**src/rtl/ivle_pkg.sv**
```systemverilog
// Shared types and codes for the integer list engine.
package ivle_pkg;

    // Operation codes carried in the opcode field
    localparam logic [3:0] OP_APPEND     = 4'd0;
    localparam logic [3:0] OP_INSERT     = 4'd1;
    localparam logic [3:0] OP_ERASE_AT   = 4'd2;
    localparam logic [3:0] OP_ERASE_VAL  = 4'd3;
    localparam logic [3:0] OP_ERASE_EVEN = 4'd4;
    localparam logic [3:0] OP_RESIZE     = 4'd5;
    localparam logic [3:0] OP_CLEAR      = 4'd6;
    localparam logic [3:0] OP_SORT       = 4'd7;
    localparam logic [3:0] OP_READ       = 4'd8;

    // Result status codes
    localparam logic [1:0] ST_OK    = 2'd0;
    localparam logic [1:0] ST_FULL  = 2'd1;
    localparam logic [1:0] ST_INDEX = 2'd2;
    localparam logic [1:0] ST_SIZE  = 2'd3;

    typedef struct packed {
        logic [3:0]         opcode;
        logic [6:0]         position;
        logic signed [31:0] operand_value;
    } in_word_t;

    typedef struct packed {
        logic [1:0]         status;
        logic [6:0]         element_count;
        logic [6:0]         removed_count;
        logic signed [31:0] read_value;
    } out_word_t;

    // Controller to datapath
    typedef struct packed {
        logic load;
        logic read;
        logic step;
        logic finish;
    } dp_cmd_t;

    // Datapath to controller
    typedef struct packed {
        logic loop_done;
    } dp_stat_t;

endpackage

```
**src/rtl/int_vector_list_engine_core.sv**
```systemverilog
// Top level of the integer list engine.
//
// Input channel s_valid/s_ready/s_word carries one operation word (opcode,
// position, operand_value); the result channel m_valid/m_ready/m_word gives
// one word per operation: status, element count, removed count, read value.
// One operation is in progress at a time; s_ready is high only while idle.
// Append, resize-shrink, clear, errors and unused codes finish without a
// memory loop; read, insert, erase at / value / even, resize grow and sort
// step through memory, sort as bubble passes over a shrinking range.
// Every loop step is a memory read followed by at most one write, set by the one
// read and one write port of the element memory.
// The result sits in an output register, so the next word is taken while a
// result waits; a finished operation holds in place until that register frees.
// Reset empties the list and drops any pending result; memory is not cleared.
module int_vector_list_engine_core #(
    parameter int DEPTH         = 64,
    parameter int ELEMENT_WIDTH = 32
) (
    input  logic                aclk,
    input  logic                aresetn,
    input  logic                s_valid,
    output logic                s_ready,
    input  ivle_pkg::in_word_t  s_word,
    output logic                m_valid,
    input  logic                m_ready,
    output ivle_pkg::out_word_t m_word
);
    import ivle_pkg::*;

    dp_cmd_t  cmd;
    dp_stat_t stat;

    ivle_ctrl u_ctrl (
        .aclk    (aclk),
        .aresetn (aresetn),
        .s_valid (s_valid),
        .s_ready (s_ready),
        .m_valid (m_valid),
        .m_ready (m_ready),
        .cmd     (cmd),
        .stat    (stat)
    );

    ivle_dp #(
        .DEPTH         (DEPTH),
        .ELEMENT_WIDTH (ELEMENT_WIDTH)
    ) u_dp (
        .aclk    (aclk),
        .aresetn (aresetn),
        .s_word  (s_word),
        .cmd     (cmd),
        .stat    (stat),
        .m_word  (m_word)
    );

endmodule

```
**src/rtl/ivle_ctrl.sv**
```systemverilog
// Sequencing state machine for the integer list engine.
module ivle_ctrl (
    input  logic             aclk,
    input  logic             aresetn,
    input  logic             s_valid,
    output logic             s_ready,
    output logic             m_valid,
    input  logic             m_ready,
    output ivle_pkg::dp_cmd_t  cmd,
    input  ivle_pkg::dp_stat_t stat
);
    import ivle_pkg::*;

    typedef enum logic [2:0] {
        S_IDLE = 3'b001,
        S_RUN  = 3'b010,
        S_STEP = 3'b100
    } state_t;

    state_t state_reg, state_next;
    logic   m_valid_reg, m_valid_next;
    logic   out_free;

    assign out_free = !m_valid_reg || m_ready;
    assign m_valid  = m_valid_reg;
    assign s_ready  = (state_reg == S_IDLE);

    // Next state and commands
    always_comb begin
        state_next   = state_reg;
        cmd          = '0;
        m_valid_next = m_valid_reg && !m_ready;
        case (state_reg)
            S_IDLE: begin
                if (s_valid) begin
                    cmd.load   = 1'b1;
                    state_next = S_RUN;
                end
            end
            S_RUN: begin
                if (stat.loop_done) begin
                    if (out_free) begin
                        cmd.finish   = 1'b1;
                        m_valid_next = 1'b1;
                        state_next   = S_IDLE;
                    end
                end else begin
                    cmd.read   = 1'b1;
                    state_next = S_STEP;
                end
            end
            S_STEP: begin
                cmd.step   = 1'b1;
                state_next = S_RUN;
            end
            default: state_next = S_IDLE;
        endcase
    end

    always_ff @(posedge aclk) begin
        if (!aresetn) begin
            state_reg   <= S_IDLE;
            m_valid_reg <= 1'b0;
        end else begin
            state_reg   <= state_next;
            m_valid_reg <= m_valid_next;
        end
    end

endmodule

```
**src/rtl/ivle_dp.sv**
```systemverilog
// Datapath of the integer list engine: element memory, pointers, result register.
module ivle_dp #(
    parameter int DEPTH         = 64,
    parameter int ELEMENT_WIDTH = 32
) (
    input  logic                aclk,
    input  logic                aresetn,
    input  ivle_pkg::in_word_t  s_word,
    input  ivle_pkg::dp_cmd_t   cmd,
    output ivle_pkg::dp_stat_t  stat,
    output ivle_pkg::out_word_t m_word
);
    import ivle_pkg::*;

    localparam int CW = $clog2(DEPTH + 1);
    localparam int AW = $clog2(DEPTH);
    localparam int XW = (CW > 7) ? CW : 7;
    localparam int EW = ELEMENT_WIDTH;

    logic [EW-1:0] mem [DEPTH];
    logic signed [EW-1:0] rdata_reg;

    logic [CW-1:0] count_reg, count_next;
    logic [CW-1:0] rp_reg, rp_next;
    logic [CW-1:0] wp_reg, wp_next;
    logic [CW-1:0] pend_reg, pend_next;
    logic [CW-1:0] pos_reg, pos_next;
    logic [3:0]    op_reg, op_next;
    logic [1:0]    st_reg, st_next;
    logic signed [EW-1:0] val_reg, val_next;
    logic signed [EW-1:0] cur_reg, cur_next;
    logic signed [31:0]   rd_reg, rd_next;
    out_word_t     out_reg, out_next;

    logic          we;
    logic [AW-1:0] wa, ra;
    logic [EW-1:0] wd;
    logic [CW-1:0] removed;
    logic [XW-1:0] pos_x, cnt_x;
    logic          full, hit;

    assign pos_x  = XW'(s_word.position);
    assign cnt_x  = XW'(count_reg);
    assign full   = (count_reg == CW'(DEPTH));
    assign m_word = out_reg;

    // Read address: insert walks down reading one below the write slot
    assign ra = (op_reg == OP_INSERT) ? AW'(rp_reg - 1'b1) : AW'(rp_reg);

    // Compaction hit test
    always_comb begin
        case (op_reg)
            OP_ERASE_AT:  hit = (rp_reg == pos_reg);
            OP_ERASE_VAL: hit = (rdata_reg == val_reg);
            default:      hit = !rdata_reg[0];
        endcase
    end

    // Loop completion per operation
    always_comb begin
        stat.loop_done = 1'b1;
        if (st_reg == ST_OK) begin
            case (op_reg)
                OP_APPEND, OP_INSERT: stat.loop_done = (rp_reg == pos_reg);
                OP_ERASE_AT, OP_ERASE_VAL, OP_ERASE_EVEN:
                    stat.loop_done = (rp_reg == count_reg);
                OP_RESIZE: stat.loop_done = (wp_reg >= pos_reg);
                OP_SORT:   stat.loop_done = (pend_reg <= CW'(1));
                OP_READ:   stat.loop_done = (wp_reg != '0);
                default:   stat.loop_done = 1'b1;
            endcase
        end
    end

    // Working register updates
    always_comb begin
        count_next = count_reg;
        rp_next    = rp_reg;
        wp_next    = wp_reg;
        pend_next  = pend_reg;
        pos_next   = pos_reg;
        op_next    = op_reg;
        st_next    = st_reg;
        val_next   = val_reg;
        cur_next   = cur_reg;
        rd_next    = rd_reg;
        out_next   = out_reg;
        removed    = '0;
        we         = 1'b0;
        wa         = AW'(wp_reg);
        wd         = rdata_reg;

        if (cmd.load) begin
            op_next   = s_word.opcode;
            val_next  = EW'(s_word.operand_value);
            pos_next  = CW'(s_word.position);
            st_next   = ST_OK;
            rd_next   = '0;
            rp_next   = '0;
            wp_next   = '0;
            pend_next = count_reg;
            case (s_word.opcode)
                OP_APPEND: begin
                    if (full) st_next = ST_FULL;
                    pos_next = count_reg;
                    rp_next  = count_reg;
                end
                OP_INSERT: begin
                    if (full) st_next = ST_FULL;
                    else if (pos_x > cnt_x) st_next = ST_INDEX;
                    rp_next = count_reg;
                end
                OP_ERASE_AT, OP_READ: begin
                    if (pos_x >= cnt_x) st_next = ST_INDEX;
                    if (s_word.opcode == OP_READ) rp_next = CW'(s_word.position);
                end
                OP_RESIZE: begin
                    if (pos_x > XW'(DEPTH)) st_next = ST_SIZE;
                    wp_next = count_reg;
                end
                default: ;
            endcase
        end

        if (cmd.step) begin
            case (op_reg)
                OP_APPEND, OP_INSERT: begin
                    we      = 1'b1;
                    wa      = AW'(rp_reg);
                    rp_next = rp_reg - 1'b1;
                end
                OP_ERASE_AT, OP_ERASE_VAL, OP_ERASE_EVEN: begin
                    if (!hit) begin
                        we      = 1'b1;
                        wp_next = wp_reg + 1'b1;
                    end
                    rp_next = rp_reg + 1'b1;
                end
                OP_RESIZE: begin
                    we      = 1'b1;
                    wd      = '0;
                    wp_next = wp_reg + 1'b1;
                end
                OP_SORT: begin
                    // Bubble pass carrying the running maximum in cur
                    if (rp_reg == '0) begin
                        cur_next = rdata_reg;
                        rp_next  = rp_reg + 1'b1;
                    end else if (rp_reg < pend_reg) begin
                        we = 1'b1;
                        wa = AW'(rp_reg - 1'b1);
                        if (cur_reg <= rdata_reg) begin
                            wd       = cur_reg;
                            cur_next = rdata_reg;
                        end
                        rp_next = rp_reg + 1'b1;
                    end else begin
                        we        = 1'b1;
                        wa        = AW'(pend_reg - 1'b1);
                        wd        = cur_reg;
                        pend_next = pend_reg - 1'b1;
                        rp_next   = '0;
                    end
                end
                OP_READ: begin
                    rd_next = 32'(rdata_reg);
                    wp_next = CW'(1);
                end
                default: ;
            endcase
        end

        if (cmd.finish) begin
            if (st_reg == ST_OK) begin
                case (op_reg)
                    OP_APPEND, OP_INSERT: begin
                        we         = 1'b1;
                        wa         = AW'(pos_reg);
                        wd         = val_reg;
                        count_next = count_reg + 1'b1;
                    end
                    OP_ERASE_AT, OP_ERASE_VAL, OP_ERASE_EVEN: begin
                        removed    = count_reg - wp_reg;
                        count_next = wp_reg;
                    end
                    OP_RESIZE: begin
                        if (count_reg > pos_reg) removed = count_reg - pos_reg;
                        count_next = pos_reg;
                    end
                    OP_CLEAR: begin
                        removed    = count_reg;
                        count_next = '0;
                    end
                    default: ;
                endcase
            end
            out_next.status        = st_reg;
            out_next.element_count = 7'(count_next);
            out_next.removed_count = 7'(removed);
            out_next.read_value    = rd_reg;
        end
    end

    // Element memory, registered read
    always_ff @(posedge aclk) begin
        if (we) mem[wa] <= wd;
        if (cmd.read) rdata_reg <= mem[ra];
    end

    always_ff @(posedge aclk) begin
        if (!aresetn) begin
            count_reg <= '0;
            st_reg    <= ST_OK;
            op_reg    <= OP_CLEAR;
        end else begin
            count_reg <= count_next;
            st_reg    <= st_next;
            op_reg    <= op_next;
        end
    end

    always_ff @(posedge aclk) begin
        rp_reg   <= rp_next;
        wp_reg   <= wp_next;
        pend_reg <= pend_next;
        pos_reg  <= pos_next;
        val_reg  <= val_next;
        cur_reg  <= cur_next;
        rd_reg   <= rd_next;
        out_reg  <= out_next;
    end

endmodule

```
**config.mk**
```make
export PLATFORM = sky130hd
export DESIGN_NAME = int_vector_list_engine_core
export DESIGN_NICKNAME = d
export VERILOG_FILES = /design/src/rtl/ivle_pkg.sv /design/src/rtl/int_vector_list_engine_core.sv /design/src/rtl/ivle_ctrl.sv /design/src/rtl/ivle_dp.sv
export SDC_FILE = /design/constraint.sdc
export NUM_CORES = 2
export LEC_CHECK = 0
export BUFFER_PORTS_ARGS = -buffer_cell sky130_fd_sc_hd__buf_4
export CAP_MARGIN = 20
export CORE_MARGIN = 3
export CORE_UTILIZATION = 30
export CTS_CLUSTER_SIZE = 24
export DETAILED_ROUTE_END_ITERATION = 10
export SYNTH_ARGS = -nofsm -noshare
export SYNTH_HDL_FRONTEND = slang
export SYNTH_SLANG_ARGS = --single-unit
```
**constraint.sdc**
```tcl
create_clock -name aclk -period 4.8 [get_ports aclk]
set_input_delay 0.48 -clock aclk [delete_from_list [all_inputs] [get_ports aclk]]
set_output_delay 0.48 -clock aclk [all_outputs]
set_load 0.005 [all_outputs]
```
Word-level counts from Yosys, hierarchy flattened
Memories as Yosys holds them, arrays and structs flattened. A register that Yosys moved wholly into a read port is not among the register bits.
Index checks and enable logic that the tools add are counted.

word-level totals
  memories kept = 1
  output and inout bits = 50
  input port bits = 47
  bits in writable memories = 2048
  bits in registers = 189
  word-level logic and storage cells = 149

operators by class
  order comparisons = 8
  $add $sub $neg = 7
  mux-type cells = 77
  reductions and logical operators = 19
  equality and inequality tests = 21

memory list
  name      depth  bits a word  read ports  clocked after memory_dff  write ports  line           source
  u_dp.mem  64     32           1           1                         1            ivle_dp.sv:20  logic [EW-1:0] mem [DEPTH];

operators by type and width
  kind                                                 number
  2-to-1 mux 32 bit                                    13
  2-to-1 mux 7 bit                                     17
  one-hot mux 32 bit (2 select lines)                  1
  one-hot mux 7 bit (3 select lines)                   3
  2-to-1 mux 6 bit                                     7
  equality test 32 bit                                 1
  <= comparator 32 bit                                 1
  one-hot mux 7 bit (4 select lines)                   1
  adder 7 x 1 -> 7 bit, second input constant          3
  2-to-1 mux 1 bit                                     21
  equality test 4 x 3 -> 1 bit, second input constant  5
  equality test 7 bit                                  2
  >= comparator 7 bit                                  2
  > comparator 7 bit                                   2
  one-hot mux 7 bit (2 select lines)                   1
  subtractor 7 x 1 -> 7 bit, second input constant     2
  subtractor 7 bit                                     2
  equality test 4 x 2 -> 1 bit, second input constant  3
  one-hot mux 6 bit (2 select lines)                   1
  2-to-1 mux 3 bit                                     3
  one-hot mux 3 bit (3 select lines)                   1
  equality test 4 x 1 -> 1 bit, second input constant  2
  equality test 4 bit, second input constant           2
  logical NOT 4 bit                                    2
  25 further kinds                                     34

Depth between registers and ports, before layout
  depth after elaboration = 10
  mapped depth = 19
  gate-level depth less buffers = 13

Cells and area by module
Synthesis repeated with hierarchy kept, for this count alone.

unflattened totals
  cell total of the unflattened synthesis = 7620
  area, all modules = 97369.6 um2

by module, submodules not included
  module     instances  seq. area each (um2)  area each (um2)  cells an instance
  ivle_dp    1          67354.6               97170.7          7600
  ivle_ctrl  1          80.1                  198.9            20

Worst setup path after synthesis
No wires, ideal clock.

  path type = reg2reg
  start point = register u_dp.rp_reg[0]
  end point = memory u_dp.mem[0][0] in the netlist's numbering (enable)
  slack = -0.302 ns
  data required time = 4.379 ns
  arrival time = 4.681 ns
  period minus slack after synthesis = 5.102 ns
  stages on the path, launching flop included = 17
  path buffers = 6
  path through = dfxtp_1 buf_2 buf_4 inv_1 buf_2 clkbuf_1 clkbuf_1 ha_1 nor3b_1 xnor2_1 mux2_2 o21ai_0 mux2i_1 nor2b_1 nand2b_1 clkbuf_1 nor2_1

between the ends
  cells in the longest elaborated chain, start to end = 10
  elaborated cells between the ends (all ways) = 26
  those cells by class = 1 x add/sub; 1 x order compare; 2 x eq/ne; 21 x mux; 1 x reduce/logical

RTL lines
  item                                    line                          source
  start, declared                         ivle_dp.sv:24                 logic [CW-1:0] rp_reg, rp_next;
  start signal, assigned                  ivle_dp.sv:223                rp_reg <= rp_next;
  equality test 7 bit                     ivle_dp.sv:53, ivle_dp.sv:64
  one-hot mux 1 bit (2 select lines)      ivle_dp.sv:52                 case (op_reg)
  2-to-1 mux 1 bit                        ivle_dp.sv:133                if (!hit) begin
  one-hot mux 1 bit (3 select lines)      ivle_dp.sv:126                case (op_reg)
  2-to-1 mux 1 bit                        ivle_dp.sv:125                if (cmd.step) begin
  2-to-1 mux 1 bit                        ivle_dp.sv:175                case (op_reg)
  2-to-1 mux 1 bit                        ivle_dp.sv:174                if (st_reg == ST_OK) begin
  2-to-1 mux 1 bit                        ivle_dp.sv:173                if (cmd.finish) begin
  2-to-1 mux 1 bit                        ivle_dp.sv:206                if (we) mem[wa] <= wd;
  2-to-1 mux 1 bit (implied by the code)  ivle_dp.sv:206
  end, declared                           ivle_dp.sv:20

Parallel ways exist; a longest one is shown, timed or not.

Worst setup path after layout
  start point = register u_dp.rdata_reg[18] (read register of u_dp.mem)
  end point = memory u_dp.mem[19][14] in the netlist's numbering (data pin)

between the ends
  cells in the longest elaborated chain, start to end = 9

RTL lines
  item                                     line            source
  start, declared                          ivle_dp.sv:21   logic signed [EW-1:0] rdata_reg;
  <= comparator 32 bit (*)                 ivle_dp.sv:152  if (cur_reg <= rdata_reg) begin
  2-to-1 mux 32 bit (*)                    ivle_dp.sv:152
  2-to-1 mux 32 bit (*)                    ivle_dp.sv:149  end else if (rp_reg < pend_reg) begin
  2-to-1 mux 32 bit (*)                    ivle_dp.sv:146  if (rp_reg == '0) begin
  one-hot mux 32 bit (2 select lines) (*)  ivle_dp.sv:126
  2-to-1 mux 32 bit (*)                    ivle_dp.sv:125
  2-to-1 mux 32 bit                        ivle_dp.sv:175
  2-to-1 mux 32 bit                        ivle_dp.sv:174
  2-to-1 mux 32 bit (*)                    ivle_dp.sv:173
  net u_dp.wd[14]                          ivle_dp.sv:37   logic [EW-1:0] wd;

Mark *: on every way through the listed nets, which the timed path passes. The rest lies on a longest branch.

==> flow_metrics.py <==
metrics = {
    "run_status": {
        "outcome": "finished clean",
    },
    "clock_tree": {
        "cts_max_level": 4,
        "cts_tree": "built",
        "cts_buffer_depth": 3,
        "clk_pin_slew_ns": 0.06,
        "cts.sink_count": 2269,
        "cts_buffers": 229,
        "cts_root_buffer": "clkbuf_16",
        "clk_latency_ns": 0.90,
    },
    "power": {
        "ir_worst_vdd_v": 0.000311,
        "leakagePower_nw": 35.5,
        "clkPwrFrac": 0.428,
        "powerDensity_nw_per_um2": 364,
        "netSwitchingFraction": 0.220,
        "power_switching_mw": 8.99,
        "p_int_mw": 31.9,
        "power_frac_comb": 0.043,
        "power.total_mw": 40.9,
        "power_frac_seq": 0.529,
    },
    "yosys": {
        "synth_cell_types": 88,
        "synth_nets": 6703,
        "synth_edf_count": 2199,
        "synthArstFlopShare": 0,
        "synth_simple_gate_area_frac": 0.0699,
        "ys_seq_elements": 2269,
        "ys_seq_area_frac": 0.703,
        "avgSynthCellArea_um2": 14.6,
        "synth_top_family_by_area": "compound AO/OA/AOI/OAI gates",
        "synth_compound_area_frac": 0.131,
        "yosys.area_share.xor_xnor": 0.00673,
        "netlist_area_um2": 95900,
        "yosysWarningCount": 0,
        "synth_top_area_cell": "edfxtp_1",
        "synthMuxAreaShare": 0.0492,
        "synth_flop_cell": "edfxtp_1",
        "synth_area_leaders": "edfxtp_1, o221ai_1, o22ai_1",
        "synthAdderAreaFrac": 0.0101,
        "synthCells": 6580,
        "synth_top_area_share": 0.689,
    },
    "die": {
        "die_h_um": 571,
        "die-area_um2": 326000,
        "start_util": 0.303,
        "std_cell_rows": 206,
        "die_w_um": 571,
        "ioPinCount": 97,
        "core_area_um2": 317000,
    },
    "grt": {
        "grt_max_degree": 174,
        "grt_pass1_vias": 62337,
        "antenna_found_initial": 21,
        "grtUsageTotal": 0.186,
        "grt_overflow": 0,
        "grt_pass1_wl_mm": 449,
    },
    "worst_setup_path": {
        "max_stage_delay_ns": 0.89,
        "crit_path_start_kind": "flip-flop",
        "crit_start": "u_dp.rdata_reg[18]",
        "worstPathRequired_ns": 5.34,
        "crit_path_end_kind": "flip-flop",
        "r2r_setup_slack_ns": 0.29,
        "cpMaxStageDelayCell": "edfxtp_1",
        "reg2reg_depth": 11,
        "crit_chain": "inv_1 -> ha_1 -> nand4_1 -> nor4_1 -> a21oi_1 -> xnor2_1 -> o21a_2 -> nand2_1 -> buf_4 -> a22oi_2 -> buf_4",
        "critPathMaxFanout": 64,
        "critPathKind": "flip-flop to flip-flop",
        "crit-reg2reg-launch": "u_dp.rdata_reg[18]",
        "crit_top_cell": "buf_4",
        "cp.arrival_ns": 5.06,
        "cp-endpoint": "u_dp.mem[19][14]",
        "r2r_end": "u_dp.mem[19][14]",
    },
    "min_path": {
        "hold_path_class": "input port to flip-flop",
    },
    "final_layout": {
        "area_growth_pct": 17.3,
        "nets": 6986,
        "drive_gt1_frac": 0.160,
        "multiInputGateArea_um2": 26300,
        "top_register": "u_dp.mem",
        "seq_area_um2": 67400,
        "fillers": 29685,
        "largest_reg_flops": 2048,
    },
    "placement": {
        "io_buffers": 96,
        "gp_congestion": 0.897,
        "dp_hpwl_mm": 187,
    },
    "detailed_routing": {
        "routed_wl_mm": 315,
        "vias": 65582,
        "via_per_inst": 5.85,
        "firstDrtPassIters": 8,
        "first_iter_violations": 9104,
        "ant_nets": 0,
        "avgRoutedWirePerCell_um": 28.1,
        "drcViolationCount": 0,
    },
    "timing": {
        "setup_viol": 0,
        "fin_crit_sh": 0.940,
        "max_freq_mhz": 222,
        "finClkSkew_ns": 0.0566,
        "slew_headroom": 0.214,
        "slew_violations": 0,
        "worst_pin_slew_ns": 1.17,
        "period_minus_slack_ns": 4.51,
        "hold_viol": 0,
        "setup_tns_ns": 0,
        "rsz0062_at_grt": "no",
    },
    "job": {
        "maxCapViolations": 0,
    },
}
## placed cells by master, fill, tap and decap left out, types with 30 or more instances in the layout
cell / n
mux2i_1: 174
a31oi_1: 91
nand3_1: 307
nand2_1: 631
a311oi_1: 49
nor2_1: 90
xnor2_1: 49
clkbuf_16: 229
mux4_2: 127
inv_1: 74
clkinv_2: 30
nor3_1: 138
a21oi_1: 129
dfxtp_1: 69
a221oi_1: 103
buf_12: 103
nor2_4: 65
dlygate4sd3_1: 43
edfxtp_1: 2199
o21ai_0: 274
buf_4: 425
a22o_1: 32
clkbuf_1: 55
o221ai_1: 397
and3_1: 49
clkinv_1: 56
o22ai_1: 485
ha_1: 74
## worst max-delay path, delay by kind of cell, from the launching register on
family | cells | cell delay [ns]
AOI/OAI and AO/OA | 3 | 0.80
xor gates and xnor gates | 1 | 0.32
adders and majority gates | 1 | 0.35
buffers and inverters | 3 | 1.03
DFF | 1 | 0.89
and+or+nand+nor | 3 | 0.63
## through the flow
stage / worst slack, ns / cells / hold slack, ns / util / cell area (um^2)
2_1_floorplan: -0.302 / 6580 / 0.409 / - / 96000
3_3_place_gp: -0.0327 / 10738 / 0.422 / 0.330 / 104000
3_5_place_dp: -0.0533 / 10742 / 0.424 / 0.330 / 105000
4_1_cts: 0.00879 / 11205 / 0.0413 / 0.355 / 112000
5_1_grt: 0.0114 / 11213 / 0.0748 / 0.355 / 112000
6_report: 0.286 / 11215 / 0.0965 / 0.355 / 112000
## power by group through the flow
stage               logic, mW  clock network, mW  registers [mW]
global route             1.87               18.6            21.6
floorplan               0.991                  0            22.0
CTS                      1.73               17.7            21.6
finish                   1.77               17.5            21.6
detailed placement       1.70                  0            22.1
global placement         1.68                  0            22.1
## synthesized netlist by cell type, drive strengths merged, types with 8 or more instances
| master | count |
|---|---|
| nand4 | 20 |
| a221o | 17 |
| dfxtp | 70 |
| nor2b | 19 |
| ha | 74 |
| o311ai | 18 |
| a211oi | 21 |
| or3 | 26 |
| nor3b | 10 |
| a311oi | 49 |
| inv | 75 |
| clkbuf | 283 |
| nor4 | 26 |
| nand2b | 16 |
| a22o | 32 |
| edfxtp | 2199 |
| nand3b | 12 |
| nor3 | 142 |
| mux2i | 174 |
| buf | 251 |
| xnor2 | 53 |
| a22oi | 49 |
| and3 | 51 |
| a21oi | 131 |
| o221ai | 397 |
| a221oi | 104 |
| o31ai | 8 |
| o211ai | 28 |
| nor2 | 159 |
| mux2 | 10 |
| nand2 | 635 |
| nand3 | 307 |
| mux4 | 127 |
| a31oi | 91 |
| xor2 | 16 |
| o21ai | 290 |
| a32oi | 13 |
| o22ai | 485 |
## repair_timing
| item | CTS | global route |
|---|---|---|
| setup buffers | 0 | 5 |
| gates cloned | 0 | 0 |
| setup endpoints to repair | 292 | 1780 |
| gates resized for setup | 8 | 6 |
| pin swaps | 0 | 1 |
| hold endpoints to repair | 55 | 0 |
| hold buffers | 43 | 0 |
## how the worst min path moves through the flow
| stage | from | end | slack, ns | cells past startpoint |
|---|---|---|---|---|
| 2_1_floorplan | u_dp.rd_reg[0] | u_dp.m_word[0] | 0.41 | 0 |
| 3_3_place_gp | u_dp.rd_reg[26] | u_dp.m_word[26] | 0.42 | 0 |
| 3_5_place_dp | u_dp.rd_reg[3] | u_dp.m_word[3] | 0.42 | 0 |
| 4_1_cts | m_ready | u_ctrl.m_valid | 0.04 | 3 |
| 5_1_grt | m_ready | u_ctrl.m_valid | 0.07 | 3 |
| 6_report | m_ready | u_ctrl.m_valid | 0.1 | 3 |
## final cells by class
class                      count  share of cell area
tap                         4160              0.0463
multi-input combinational   3701               0.234
clock buffer                 294              0.0540
antenna                        3           0.0000667
clock inverter               126              0.0114
inverter                      76             0.00258
sequential                  2269               0.600
timing repair buffer         586              0.0520
## per-layer routing
| metal | part of all wire | vias to the layer above | global-route usage |
|---|---|---|---|
| met2 | 0.45 | 4028 | 0.287 |
| li1 | - | 27426 | - |
| met3 | 0.11 | 607 | 0.0445 |
| met4 | 0.036 | 12 | 0.0679 |
| met5 | 0.00040 | - | 0 |
| met1 | 0.40 | 33509 | 0.255 |
## kinds of logic (layout without fill, tap and decap cells)
family,after synthesis,count (layout)
flip-flops,2269,2269
AO/OA/AOI/OAI,1791,1791
AND/OR/NAND/NOR,1454,1454
buffers and inverters,610,1082
multiplexers,311,311
adder cells (fa/ha/maj),76,76
XOR/XNOR,69,69
other,0,3
(Power assumes the default switching activity.)
